File: src/lrukv_pkg.sv
package lrukv_pkg;

	// field widths fixed by the access format
	localparam int unsigned KEY_W = 32;
	localparam int unsigned VAL_W = 32;
	localparam int unsigned CAP_W = 5;

	// capacity after reset
	localparam logic [CAP_W-1:0] CAP_RESET = 5'd16;

	// value returned by a get that misses
	localparam logic signed [VAL_W-1:0] MISS_VALUE = -32'sd1;

	// value returned by every put
	localparam logic signed [VAL_W-1:0] PUT_VALUE = 32'sd0;

	// access opcodes
	typedef enum logic {
		OP_GET = 1'b0,
		OP_PUT = 1'b1
	} op_t;

	// lookup outcome from the tag array to the value store
	typedef struct packed {
		logic hit;
		logic val_we;
		logic val_re;
	} access_t;

endpackage

File: src/lrukv_req_if.sv
interface lrukv_req_if;
	logic                                  valid;
	logic                                  ready;
	logic                                  opcode;
	logic signed [lrukv_pkg::KEY_W-1:0]    lookup_key;
	logic signed [lrukv_pkg::VAL_W-1:0]    write_value;

	modport source (output valid, opcode, lookup_key, write_value, input ready);
	modport sink (input valid, opcode, lookup_key, write_value, output ready);
endinterface

File: src/lrukv_rsp_if.sv
interface lrukv_rsp_if;
	logic                                  valid;
	logic                                  ready;
	logic                                  hit;
	logic signed [lrukv_pkg::VAL_W-1:0]    read_value;

	modport source (output valid, hit, read_value, input ready);
	modport sink (input valid, hit, read_value, output ready);
endinterface

File: src/lrukv_ram.sv
module lrukv_ram #(
	parameter int unsigned WIDTH = 32,
	parameter int unsigned DEPTH = 16,
	localparam int unsigned AW = (DEPTH > 1) ? $clog2(DEPTH) : 1
) (
	input  logic             clk,
	input  logic             we,
	input  logic [AW-1:0]    waddr,
	input  logic [WIDTH-1:0] wdata,
	input  logic             re,
	input  logic [AW-1:0]    raddr,
	output logic [WIDTH-1:0] rdata
);

	logic [WIDTH-1:0] mem [DEPTH];

	// one write port, one registered read port
	always_ff @(posedge clk) begin
		if (we) begin
			mem[waddr] <= wdata;
		end
		if (re) begin
			rdata <= mem[raddr];
		end
	end

endmodule

File: src/lrukv_tag_array.sv
module lrukv_tag_array #(
	parameter int unsigned ENTRIES = 16,
	localparam int unsigned IW = (ENTRIES > 1) ? $clog2(ENTRIES) : 1
) (
	input  logic                             clk,
	input  logic                             arst_n,
	input  logic                             proc,
	input  lrukv_pkg::op_t                   op,
	input  logic [lrukv_pkg::KEY_W-1:0]      key,
	input  logic [lrukv_pkg::CAP_W-1:0]      cap,
	output lrukv_pkg::access_t               acc,
	output logic [IW-1:0]                    slot
);

	localparam int unsigned CW   = $clog2(ENTRIES + 1);
	localparam int unsigned CMPW = (CW > lrukv_pkg::CAP_W) ? CW : lrukv_pkg::CAP_W;

	logic [lrukv_pkg::KEY_W-1:0] key_q   [ENTRIES];
	logic [IW-1:0]               rank_q  [ENTRIES];
	logic [ENTRIES-1:0]          valid_q;
	logic [CW-1:0]               count_q;

	logic [ENTRIES-1:0] match;
	logic [ENTRIES-1:0] victim;
	logic [ENTRIES-1:0] valid_after;
	logic [ENTRIES-1:0] free_vec;
	logic [ENTRIES-1:0] free_oh;
	logic [IW-1:0]      hit_idx;
	logic [IW-1:0]      hit_rank;
	logic [IW-1:0]      free_idx;
	logic [IW-1:0]      oldest_rank;
	logic [CMPW-1:0]    eff_cap;
	logic               hit;
	logic               have_free;
	logic               full;

	// effective capacity: zero acts as one, saturate at the slot count
	always_comb begin
		eff_cap = CMPW'(cap);
		if (cap == '0) begin
			eff_cap = CMPW'(1);
		end else if (CMPW'(cap) > CMPW'(ENTRIES)) begin
			eff_cap = CMPW'(ENTRIES);
		end
	end

	assign full        = CMPW'(count_q) >= eff_cap;
	assign oldest_rank = IW'(count_q - CW'(1));

	// parallel key compare and oldest-entry match
	always_comb begin
		for (int i = 0; i < ENTRIES; i++) begin
			match[i]  = valid_q[i] && (key_q[i] == key);
			victim[i] = valid_q[i] && full && (rank_q[i] == oldest_rank);
		end
	end

	assign hit         = |match;
	assign valid_after = valid_q & ~victim;
	assign free_vec    = ~valid_after;
	assign free_oh     = free_vec & (~free_vec + ENTRIES'(1));
	assign have_free   = |free_vec;

	// one-hot to index for the hit slot and the free slot
	always_comb begin
		hit_idx  = '0;
		hit_rank = '0;
		free_idx = '0;
		for (int i = 0; i < ENTRIES; i++) begin
			if (match[i]) begin
				hit_idx  = hit_idx | IW'(i);
				hit_rank = hit_rank | rank_q[i];
			end
			if (free_oh[i]) begin
				free_idx = free_idx | IW'(i);
			end
		end
	end

	// lookup outcome for the value store
	always_comb begin
		acc.hit    = hit;
		acc.val_we = proc && (op == lrukv_pkg::OP_PUT) && (hit || have_free);
		acc.val_re = proc && (op == lrukv_pkg::OP_GET) && hit;
		slot       = hit ? hit_idx : free_idx;
	end

	// valid bits, age ranks and entry count
	always_ff @(posedge clk or negedge arst_n) begin
		if (!arst_n) begin
			valid_q <= '0;
			count_q <= '0;
			for (int i = 0; i < ENTRIES; i++) begin
				rank_q[i] <= '0;
			end
		end else if (proc) begin
			if (hit) begin
				// promote: younger entries age by one
				for (int i = 0; i < ENTRIES; i++) begin
					if (match[i]) begin
						rank_q[i] <= '0;
					end else if (valid_q[i] && (rank_q[i] < hit_rank)) begin
						rank_q[i] <= rank_q[i] + IW'(1);
					end
				end
			end else if (op == lrukv_pkg::OP_PUT) begin
				// evict oldest if full, insert in lowest free slot
				for (int i = 0; i < ENTRIES; i++) begin
					if (free_oh[i]) begin
						valid_q[i] <= 1'b1;
						rank_q[i]  <= '0;
					end else if (victim[i]) begin
						valid_q[i] <= 1'b0;
						rank_q[i]  <= '0;
					end else if (valid_after[i]) begin
						rank_q[i] <= rank_q[i] + IW'(1);
					end
				end
				if (!full && have_free) begin
					count_q <= count_q + CW'(1);
				end else if (full && !have_free) begin
					count_q <= count_q - CW'(1);
				end
			end
		end
	end

	// key storage, written on insert only
	always_ff @(posedge clk) begin
		if (proc && !hit && (op == lrukv_pkg::OP_PUT)) begin
			for (int i = 0; i < ENTRIES; i++) begin
				if (free_oh[i]) begin
					key_q[i] <= key;
				end
			end
		end
	end

endmodule

File: src/lru_key_value_cache_unit.sv
// channel  dir  payload                               transfer
// req      in   opcode, lookup_key, write_value       req.valid && req.ready
// rsp      out  hit, read_value                       rsp.valid && rsp.ready
// cfg      in   cfg_wdata (capacity_in_use)           cfg_we
//
// one access per cycle sustained while the result side does not stall; the result is
// registered through the input register, then lookup/update into the result register
// tag compare, age update and value write all complete in the processing cycle
// arst_n clears the store to empty and capacity to 16; no clearing pass
// a stalled result holds the input register; req.ready drops only then
module lru_key_value_cache_unit #(
	parameter int unsigned ENTRIES = 16
) (
	input  logic                          clk,
	input  logic                          arst_n,
	input  logic                          cfg_we,
	input  logic [lrukv_pkg::CAP_W-1:0]   cfg_wdata,
	lrukv_req_if.sink                     req,
	lrukv_rsp_if.source                   rsp
);

	localparam int unsigned IW = (ENTRIES > 1) ? $clog2(ENTRIES) : 1;

	logic [lrukv_pkg::CAP_W-1:0]  cap_q;
	logic                         vld_s1;
	lrukv_pkg::op_t               op_s1;
	logic [lrukv_pkg::KEY_W-1:0]  key_s1;
	logic [lrukv_pkg::VAL_W-1:0]  val_s1;
	logic                         vld_s2;
	logic                         hit_s2;
	lrukv_pkg::op_t               op_s2;
	logic [lrukv_pkg::VAL_W-1:0]  rdata_s2;
	logic                         proc;
	lrukv_pkg::access_t           acc;
	logic [IW-1:0]                slot;

	// capacity register
	always_ff @(posedge clk or negedge arst_n) begin
		if (!arst_n) begin
			cap_q <= lrukv_pkg::CAP_RESET;
		end else if (cfg_we) begin
			cap_q <= cfg_wdata;
		end
	end

	// the item in the input register is processed when the result slot frees
	assign proc      = vld_s1 && (!vld_s2 || rsp.ready);
	assign req.ready = !vld_s1 || proc;

	// input register
	always_ff @(posedge clk or negedge arst_n) begin
		if (!arst_n) begin
			vld_s1 <= 1'b0;
		end else if (req.ready) begin
			vld_s1 <= req.valid;
		end
	end

	always_ff @(posedge clk) begin
		if (req.ready && req.valid) begin
			op_s1  <= lrukv_pkg::op_t'(req.opcode);
			key_s1 <= req.lookup_key;
			val_s1 <= req.write_value;
		end
	end

	// keys, valid bits and age ranks
	lrukv_tag_array #(
		.ENTRIES (ENTRIES)
	) u_tag (
		.clk    (clk),
		.arst_n (arst_n),
		.proc   (proc),
		.op     (op_s1),
		.key    (key_s1),
		.cap    (cap_q),
		.acc    (acc),
		.slot   (slot)
	);

	// value store, read data lands with the result register
	lrukv_ram #(
		.WIDTH (lrukv_pkg::VAL_W),
		.DEPTH (ENTRIES)
	) u_val (
		.clk   (clk),
		.we    (acc.val_we),
		.waddr (slot),
		.wdata (val_s1),
		.re    (acc.val_re),
		.raddr (slot),
		.rdata (rdata_s2)
	);

	// result register
	always_ff @(posedge clk or negedge arst_n) begin
		if (!arst_n) begin
			vld_s2 <= 1'b0;
		end else if (!vld_s2 || rsp.ready) begin
			vld_s2 <= vld_s1;
		end
	end

	always_ff @(posedge clk) begin
		if (proc) begin
			hit_s2 <= acc.hit;
			op_s2  <= op_s1;
		end
	end

	// result select
	always_comb begin
		rsp.valid = vld_s2;
		rsp.hit   = hit_s2;
		if (op_s2 == lrukv_pkg::OP_PUT) begin
			rsp.read_value = lrukv_pkg::PUT_VALUE;
		end else if (hit_s2) begin
			rsp.read_value = rdata_s2;
		end else begin
			rsp.read_value = lrukv_pkg::MISS_VALUE;
		end
	end

endmodule

File: src/flat_wrapper.sv
// flat-port wrapper written by rule: the top's interface ports become plain ports
module lru_key_value_cache_unit_flat 
#(
	parameter int unsigned ENTRIES = 16
)
  (clk, arst_n, cfg_we, cfg_wdata, req_valid, req_opcode, req_lookup_key, req_write_value, req_ready, rsp_valid, rsp_hit, rsp_read_value, rsp_ready);
  lrukv_req_if req_i ();
  lrukv_rsp_if rsp_i ();
  input  logic clk;
  input  logic arst_n;
  input  logic cfg_we;
  input  logic [lrukv_pkg::CAP_W-1:0] cfg_wdata;
  input wire logic [$bits(req_i.valid)-1:0] req_valid;
  input wire logic [$bits(req_i.opcode)-1:0] req_opcode;
  input wire logic [$bits(req_i.lookup_key)-1:0] req_lookup_key;
  input wire logic [$bits(req_i.write_value)-1:0] req_write_value;
  output wire logic [$bits(req_i.ready)-1:0] req_ready;
  output wire logic [$bits(rsp_i.valid)-1:0] rsp_valid;
  output wire logic [$bits(rsp_i.hit)-1:0] rsp_hit;
  output wire logic [$bits(rsp_i.read_value)-1:0] rsp_read_value;
  input wire logic [$bits(rsp_i.ready)-1:0] rsp_ready;
  assign req_i.valid = req_valid;
  assign req_i.opcode = req_opcode;
  assign req_i.lookup_key = req_lookup_key;
  assign req_i.write_value = req_write_value;
  assign req_ready = req_i.ready;
  assign rsp_valid = rsp_i.valid;
  assign rsp_hit = rsp_i.hit;
  assign rsp_read_value = rsp_i.read_value;
  assign rsp_i.ready = rsp_ready;
  lru_key_value_cache_unit #(.ENTRIES(ENTRIES)) u_core (.clk(clk), .arst_n(arst_n), .cfg_we(cfg_we), .cfg_wdata(cfg_wdata), .req(req_i), .rsp(rsp_i));
endmodule
File: config.mk
export PLATFORM = sky130hd
export DESIGN_NAME = lru_key_value_cache_unit_flat
export DESIGN_NICKNAME = d
export VERILOG_FILES = /design/src/lrukv_pkg.sv /design/src/lrukv_req_if.sv /design/src/lrukv_rsp_if.sv /design/src/lrukv_ram.sv /design/src/lrukv_tag_array.sv /design/src/lru_key_value_cache_unit.sv /design/src/flat_wrapper.sv
export SDC_FILE = /design/constraint.sdc
export NUM_CORES = 2
export LEC_CHECK = 0
export BUFFER_PORTS_ARGS = -buffer_cell sky130_fd_sc_hd__buf_2
export CELL_PAD_IN_SITES_DETAIL_PLACEMENT = 1
export CELL_PAD_IN_SITES_GLOBAL_PLACEMENT = 2
export CORE_MARGIN = 1.5
export CORE_UTILIZATION = 45
export DETAILED_ROUTE_END_ITERATION = 12
export GPL_TIMING_DRIVEN = 0
export PLACE_DENSITY = 0.75
export SYNTH_ARGS = -nofsm -noshare
export SYNTH_HDL_FRONTEND = slang
export SYNTH_SLANG_ARGS = --single-unit
File: constraint.sdc
create_clock -name clk -period 7.3 [get_ports clk]
set_input_delay 1.095 -clock clk [delete_from_list [all_inputs] [get_ports clk]]
set_output_delay 1.095 -clock clk [all_outputs]
set_load 0.05 [all_outputs]
After elaboration in Yosys (flattened, before gate mapping)
Memory sizes are Yosys's and may differ from the RTL's. A register that Yosys moved wholly into a read port is not among the register bits. Index checks and enable logic that the tools add are counted.

Word-level logic and storage cells: 579. Memories: 2. Register bits after elaboration: 159. Output and inout bits: 35. Memory bits (writable): 1024.

Mux-type cells: 262. Bitwise logic cells: 22. $add $sub $neg: 19. Magnitude comparators: 18. Reductions and logical operators: 167. Equal/unequal tests: 48.

Memory list: u_core.u_tag.key_q (words 16, bits a word 32, rd ports 16, clocked after Yosys merged registers in 0, wr ports 1, RTL line lrukv_tag_array.sv:18) `logic [lrukv_pkg::KEY_W-1:0] key_q [ENTRIES];`; u_core.u_val.mem (words 16, bits a word 32, rd ports 1, clocked after Yosys merged registers in 1, wr ports 1, RTL line lrukv_ram.sv:15) `logic [WIDTH-1:0] mem [DEPTH];`.

Operator list (count): two-way mux 32 bit (17); == test 32 bit (16); two-way mux 4 bit (128); OR reduction 32 bit (15); AND reduction 4 bit (33); two-way mux 64 bit (2); two-way mux 1 bit (99); logical AND 1 bit (74); adder 4 x 1 -> 4 bit (second input constant) (16); == test 4 bit (16); less-than comparator 4 bit (16); nonzero test 4 bit (16); OR 4 bit (15); inequality test 3 x 2 -> 1 bit (second input constant) (16); NOT 16 bit (3); nonzero test 2 bit (18); AND 16 bit (2); OR reduction 16 bit (2); two-way mux 3 bit (8); two-way mux 5 bit (4); adder 16 x 1 -> 16 bit (second input constant) (1); two-way mux 2 bit (4); adder 5 x 1 -> 5 bit (second input constant) (1); >= comparator 5 bit (1); 6 further kinds (13).

Depth between registers and ports, before layout
An unclocked memory read counts as a cell.

Depth in word-level cells: 39. Depth in mapped cells: 21.

Cells and area by module
Synthesis repeated with hierarchy kept, for this count alone.

Cells, all modules: 3544. Area, all modules: 54509.8 µm².

Modules (own cells, without submodules): lrukv_tag_array (area each 31753.0 µm², times used 1, cells each 2551); lrukv_ram (area each 20155.6 µm², times used 1, cells each 838); lru_key_value_cache_unit (area each 2601.2 µm², times used 1, cells each 155).

Least setup slack after synthesis
OpenSTA, ideal clock, no wires.

Path kind: reg-to-reg. Start point: register u_core.u_tag.count_q[0]. End point: memory u_core.u_tag.key_q[0][160] (netlist bit), enable pin. Arrival time: 6281 ps. Period minus slack after synthesis: 6795 ps. Path slack: 505 ps. Required time: 6785 ps. Path buffers: 4. Stages on the path, launching flop included: 13. Cell sequence: dfrtp_1 -> buf_2 -> buf_2 -> inv_1 -> ha_1 -> clkbuf_1 -> buf_2 -> xnor2_1 -> nor2_1 -> nand4_1 -> o21ai_1 -> or3_1 -> nor4b_1.

Longest elaborated chain between the ends: 28. Elaborated cells between the ends (all ways): 149. Classes of those cells: 2 x add/sub; 1 x order compare; 16 x eq/ne; 78 x mux; 5 x bitwise; 47 x reduce/logical.

RTL lines: start, declared (RTL line lrukv_tag_array.sv:21) `logic [CW-1:0] count_q;`; start signal, assigned (RTL line lrukv_tag_array.sv:120) `count_q <= count_q + CW'(1);`; start signal, assigned (RTL line lrukv_tag_array.sv:122) `count_q <= count_q - CW'(1);`; subtractor 5 x 1 -> 5 bit / >= comparator 5 bit (equally long branches); == test 4 bit / logical AND 1 bit (equally long branches) (RTL line lrukv_tag_array.sv:54) `victim[i] = valid_q[i] && full && (rank_q[i] == oldest_rank);`; logical AND 1 bit (RTL line lrukv_tag_array.sv:54); NOT 16 bit (*) (RTL line lrukv_tag_array.sv:59) `assign valid_after = valid_q & ~victim;`; AND 16 bit (*) (RTL line lrukv_tag_array.sv:59); NOT 16 bit (*) (RTL line lrukv_tag_array.sv:60) `assign free_vec = ~valid_after;`; NOT 16 bit (RTL line lrukv_tag_array.sv:61) `assign free_oh = free_vec & (~free_vec + ENTRIES'(1));`; adder 16 x 1 -> 16 bit (RTL line lrukv_tag_array.sv:61); AND 16 bit (*) (RTL line lrukv_tag_array.sv:61); two-way mux 1 bit (RTL line lrukv_tag_array.sv:132) `if (free_oh[i]) begin`; two-way mux 1 bit (RTL line lrukv_tag_array.sv:130) `if (proc && !hit && (op == lrukv_pkg::OP_PUT)) begin`; two-way mux 1 bit (not written as such) (RTL line lrukv_tag_array.sv:133) `key_q[i] <= key;`; OR reduction 32 bit (no source line); two-way mux 4 bit (no source line) / two-way mux 1 bit (equally long branches) (15 in series); end, declared (RTL line lrukv_tag_array.sv:18).

Every way passes the cells marked *; elsewhere a longest branch is shown, timed or not.

Final worst setup path
Start point: register u_core.key_s1[29] (netlist bit). End point: memory u_core.u_tag.key_q[0][122] (netlist bit), enable pin.

Longest elaborated chain between the ends: 24. Elaborated cells between the ends (all ways): 113. Classes of those cells: 16 x eq/ne; 62 x mux; 35 x reduce/logical.

RTL lines: start, declared (RTL line lru_key_value_cache_unit.sv:27) `logic [lrukv_pkg::KEY_W-1:0] key_s1;`; start signal, assigned (RTL line lru_key_value_cache_unit.sv:62) `key_s1 <= req.lookup_key;`; == test 32 bit (RTL line lrukv_tag_array.sv:53) `match[i] = valid_q[i] && (key_q[i] == key);`; logical AND 1 bit (RTL line lrukv_tag_array.sv:53); OR reduction 16 bit (*) (RTL line lrukv_tag_array.sv:58) `assign hit = |match;`; logical NOT 1 bit (*) (RTL line lrukv_tag_array.sv:130); logical AND 1 bit (*) (2 in series) (RTL line lrukv_tag_array.sv:130); two-way mux 1 bit (RTL line lrukv_tag_array.sv:130); two-way mux 1 bit (not written as such) (RTL line lrukv_tag_array.sv:133); OR reduction 32 bit (no source line); two-way mux 4 bit (no source line) / two-way mux 1 bit (equally long branches) (15 in series).

Marked as above.

==> impl_metrics.ini <==
[status]
run_status = finished clean

[power]
combPwrFrac_pct = 46.1
netSwitchingPower_mw = 12.85
power.switching_fraction_pct = 43.66
power.density_nw_per_um2 = 454.2
power_frac_seq_pct = 30.8
peakVddDrop_mv = 0.4162
power.clock.fraction_pct = 23.1
intPower_mw = 16.58
total_leakage_power_nw = 22.06

[logic_synthesis]
syn_inst = 4106
synth_top_cell_by_area = sky130_fd_sc_hd__edfxtp_1
edff_count_synth = 1123
xor_xnor_share_of_the_synthesized_area_pct = 9.727
synth_simple_gate_area_share_pct = 9.353
mappedNetlistNets = 4253
yosys_register_bits = 1215
synthesis.area_sq_um = 55770
synth.area.top_cells = sky130_fd_sc_hd__edfxtp_1, sky130_fd_sc_hd__xnor2_1, sky130_fd_sc_hd__dfrtp_1
ys.flop_type = sky130_fd_sc_hd__edfxtp_1
synth_compound_area_share_pct = 10.20
post_synth_most_frequent_cells = sky130_fd_sc_hd__edfxtp_1, sky130_fd_sc_hd__xnor2_1, sky130_fd_sc_hd__nand4_1
async_flop_share_pct = 7.572
synthesis.area_per_instance_sq_um = 13.58
post_synth_fa_ha_maj_area_fraction_pct = 1.615
synth_most_common_cell = sky130_fd_sc_hd__edfxtp_1
yosysSeqAreaShare_pct = 64.59
netlist-cell-type-count = 89
synth.area.mux_share_pct = 1.158
synth.top_cell.area_share_pct = 60.46
synthesis.yosys.warnings = 0
synth_top_family_by_area = compound AO/OA/AOI/OAI gates

[sta]
timing.clock.skew_ns = 0.04142
min_setup_slack_post_route_ns = 0.09160
fin_hold_ws_ns = 0.3867
maxClockFrequency_mhz = 138.7
worst_slew_margin_rel_pct = 7.959
report.final.hold_viol_count = 0
worst_pin_slew_ns = 1.368
timing.final.setup_violations = 0
tns_ns = 0
post-route-min-period_ns = 7.208
timing.final.max_slew_violations = 0
unrepaired_setup_endpoints_after_global_routing = no
finalCritPeriodShare_pct = 98.75

[global_route]
grt_max_degree = 55
antenna_violations_before_repair = 11
global_route.usage.total_pct = 33.07
grt_pass1_wl_mm = 294.5
grt_overflow_total = 0
grt_pass1_vias = 39430

[worst_hold_path]
hp-class = input pin to asynchronous set/reset pin

[drt]
detailroute.wirelength.met3_mm = 21.76
drtAntennaViolNets = 0
routed-via-count = 39300
drt_first_pass_iters = 5
drt-initial-drc-count = 5159
met2_wire_length_mm = 91.87
route.detailed.wl_per_inst_um = 33.76
wl_met1_mm = 88.18
top_signal_layer_used = met5
viasPerCell = 6.333
remaining_drc_errors = 0
wirelength_mm = 209.5

[die]
num_rows = 128
effective_utilization_at_floorplan_pct = 45.58
floorplan.core_area_sq_um = 122400
chipWidth_um = 355.1
ios = 110
die_outline_area_sq_um = 126100
die_height_um = 355.1

[layout]
post-route-cell-area_sq_um = 64800
multiInputGateArea_sq_um = 18230
finalNetCount = 4623
filler_cell_count_in_the_final_layout = 12040
regArea_sq_um = 36030
flow.area_growth_from_synthesis_pct = 16.18
post_route_cells_drive_above_1_share_pct = 13.88

[worst_setup_path]
worst_path_dominant_cell_family = buffers and inverters
critPathMostFrequentCell = sky130_fd_sc_hd__buf_6
buffers_plus_inverters_on_the_worst_setup_path = 9
cp_slowest_stage_delay_ns = 0.87
r2r_end = u_core.u_tag.key_q[0][122]
arrival_ns = 7.70
cp_data_required_time_ns = 7.79
reg2reg_depth = 17
setup_slack_of_the_most_critical_reg_to_reg_path_ns = 0.09
cp-start-kind = register
slowest_library_cell_on_the_worst_path = sky130_fd_sc_hd__edfxtp_1
worstSetupEndpointType = register
setup.worst_path.class = register to register
crit_path_max_fanout = 11
worst_path_cell_trace = buf_16 > buf_2 > buf_2 > xnor2_1 > nand4_1 > nor2_1 > nand4_1 > o2111ai_1 > nor4_4 > clkbuf_2 > nand3_1 > clkbuf_1 > clkbuf_1 > nor3b_4 > buf_6 > buf_6 > buf_6
worst_r2r_startpoint = u_core.key_s1[29]

[place]
buffer_ports.inserted = 109
pre_cts_ws_ns = -2.074
gp_congestion = 0.9279
placement.cell_area_sq_um = 59560
dp.final_hpwl_mm = 136.2

[clock_network]
worst_setup_hold_path_clk_slew_ns = 0.06
htreeDepth = 4
clock_path_buffers = 3
tritoncts_clock_tree = built
cts_buffers = 135
clock-sinks = 1215
worst_skew_pair.late_latency_ns = 0.79
ctsRootBufferMaster = sky130_fd_sc_hd__clkbuf_16
cts-hold-fix-buffers = 0

[flow_run]
timing.max_cap.violations = 0
[worst reg2reg max path, cell delays in order (launching register included)]
cell and delay [ns]:
sky130_fd_sc_hd__edfxtp_1 0.87, sky130_fd_sc_hd__buf_16 0.25, sky130_fd_sc_hd__buf_2 0.35, sky130_fd_sc_hd__buf_2 0.67, sky130_fd_sc_hd__xnor2_1 0.21, sky130_fd_sc_hd__nand4_1 0.13, sky130_fd_sc_hd__nor2_1 0.06, sky130_fd_sc_hd__nand4_1 0.48
sky130_fd_sc_hd__o2111ai_1 0.51, sky130_fd_sc_hd__nor4_4 0.59, sky130_fd_sc_hd__clkbuf_2 0.45, sky130_fd_sc_hd__nand3_1 0.20, sky130_fd_sc_hd__clkbuf_1 0.32, sky130_fd_sc_hd__clkbuf_1 0.53, sky130_fd_sc_hd__nor3b_4 0.71, sky130_fd_sc_hd__buf_6 0.25
sky130_fd_sc_hd__buf_6 0.18, sky130_fd_sc_hd__buf_6 0.16
[power groups by stage]
stage / clock, mW / combinational, mW / sequential, mW
after floorplan: 0 / 7.78 / 9.03
after global placement: 0 / 12.4 / 9.35
after detailed placement: 0 / 13.0 / 9.31
after CTS: 6.86 / 13.4 / 9.06
after global routing: 7.09 / 14.3 / 9.12
final: 6.80 / 13.6 / 9.08
[cells in the final DEF (no fill, tap or decap), types with 15 or more instances in the layout]
cell                        instances
sky130_fd_sc_hd__edfxtp_1        1123
sky130_fd_sc_hd__xnor2_1          431
sky130_fd_sc_hd__nand4_1          232
sky130_fd_sc_hd__inv_1            211
sky130_fd_sc_hd__buf_2            191
sky130_fd_sc_hd__o211ai_1         186
sky130_fd_sc_hd__nand2_1          167
sky130_fd_sc_hd__clkbuf_1         164
sky130_fd_sc_hd__clkbuf_16        138
sky130_fd_sc_hd__xor2_1           131
sky130_fd_sc_hd__nor2_1           100
sky130_fd_sc_hd__o21ai_0           97
sky130_fd_sc_hd__dfrtp_1           91
sky130_fd_sc_hd__nor3_1            77
sky130_fd_sc_hd__a21oi_1           76
sky130_fd_sc_hd__nand3_1           76
sky130_fd_sc_hd__a211oi_1          72
sky130_fd_sc_hd__ha_1              71
sky130_fd_sc_hd__buf_4             66
sky130_fd_sc_hd__o2111ai_1         66
sky130_fd_sc_hd__a21boi_0          64
sky130_fd_sc_hd__nor4_1            57
sky130_fd_sc_hd__and3_1            44
sky130_fd_sc_hd__mux2i_1           42
sky130_fd_sc_hd__buf_12            38
sky130_fd_sc_hd__a32o_1            34
sky130_fd_sc_hd__nand2b_1          26
sky130_fd_sc_hd__nor2_4            25
sky130_fd_sc_hd__clkinv_2          23
sky130_fd_sc_hd__clkinv_1          21
sky130_fd_sc_hd__xnor3_1           19
sky130_fd_sc_hd__mux2_2            19
sky130_fd_sc_hd__nor2b_1           18
sky130_fd_sc_hd__or4_1             17
sky130_fd_sc_hd__o21ba_1           17
sky130_fd_sc_hd__or3_1             16
sky130_fd_sc_hd__buf_6             15
[layout make-up]
cell class / count / share of cell area [%]
antenna: 4 / 0.01545
clock buffer: 170 / 5.546
sequential: 1215 / 55.60
buffer: 242 / 1.690
multi-input combinational: 2436 / 28.13
inverter: 212 / 1.228
tap: 1625 / 3.138
clock inverter: 67 / 1.077
timing repair buffer: 234 / 3.580
[logic make-up (layout without fill, tap and decap cells)]
group,after synthesis,after routing
flops,1215,1215
xor+xnor,584,584
compound gates,770,770
buf+inv,455,925
simple gates,948,948
mux,62,62
other cells,0,4
fa+ha+maj,72,72
[registers in the layout, indices dropped and copies added (netlist names)]
signal,flops
u_core.op_s1,1
u_core.op_s2,1
u_core.cap_q,5
u_core.u_val.mem,512
u_core.rsp.valid,1
u_core.u_tag.valid_q,16
u_core.u_tag.rank_q,64
u_core.val_s1,32
u_core.vld_s1,1
u_core.rsp.hit,1
u_core.u_tag.count_q,5
u_core.u_tag.key_q,512
u_core.u_val.rdata,32
u_core.key_s1,32
[how the worst max path moves through the flow]
stage | start | end | slack, ns | cells past startpoint
6_report | u_core.key_s1[29] | u_core.u_tag.key_q[0][122] | 0.09 | 17
5_1_grt | u_core.key_s1[18] | u_core.u_val.rdata[23] | 0.01 | 16
4_1_cts | u_core.u_tag.count_q[0] | u_core.u_val.mem[9][20] | 0.05 | 20
3_5_place_dp | u_core.u_tag.count_q[0] | u_core.u_val.mem[3][26] | -2.07 | 19
3_3_place_gp | u_core.key_s1[29] | u_core.u_val.rdata[22] | -4.40 | 12
2_1_floorplan | u_core.u_tag.count_q[0] | u_core.u_tag.key_q[0][160] | 0.50 | 12
[through the flow]
stage,total power [mW],util (%),instances
3_5_place_dp,22.27,48.68,5892
5_1_grt,30.49,52.95,6201
6_report,29.43,52.96,6205
4_1_cts,29.28,52.88,6195
2_1_floorplan,16.80,-,4106
3_3_place_gp,21.72,47.69,5840
[timing repair]
item                                    CTS  global route
pin swaps                                16             2
gates cloned                              0             0
setup buffers                            67             6
endpoints found under the setup margin  789           445
gates resized for setup                  19            11
[routing by layer]
metal / vias to the layer above / global-route usage, %
met5: - / 0
met4: 12 / 12.08
met3: 411 / 7.703
met2: 2002 / 49.18
met1: 20400 / 47.30
li1: 16470 / -
Power figures use the tool's default switching activity.
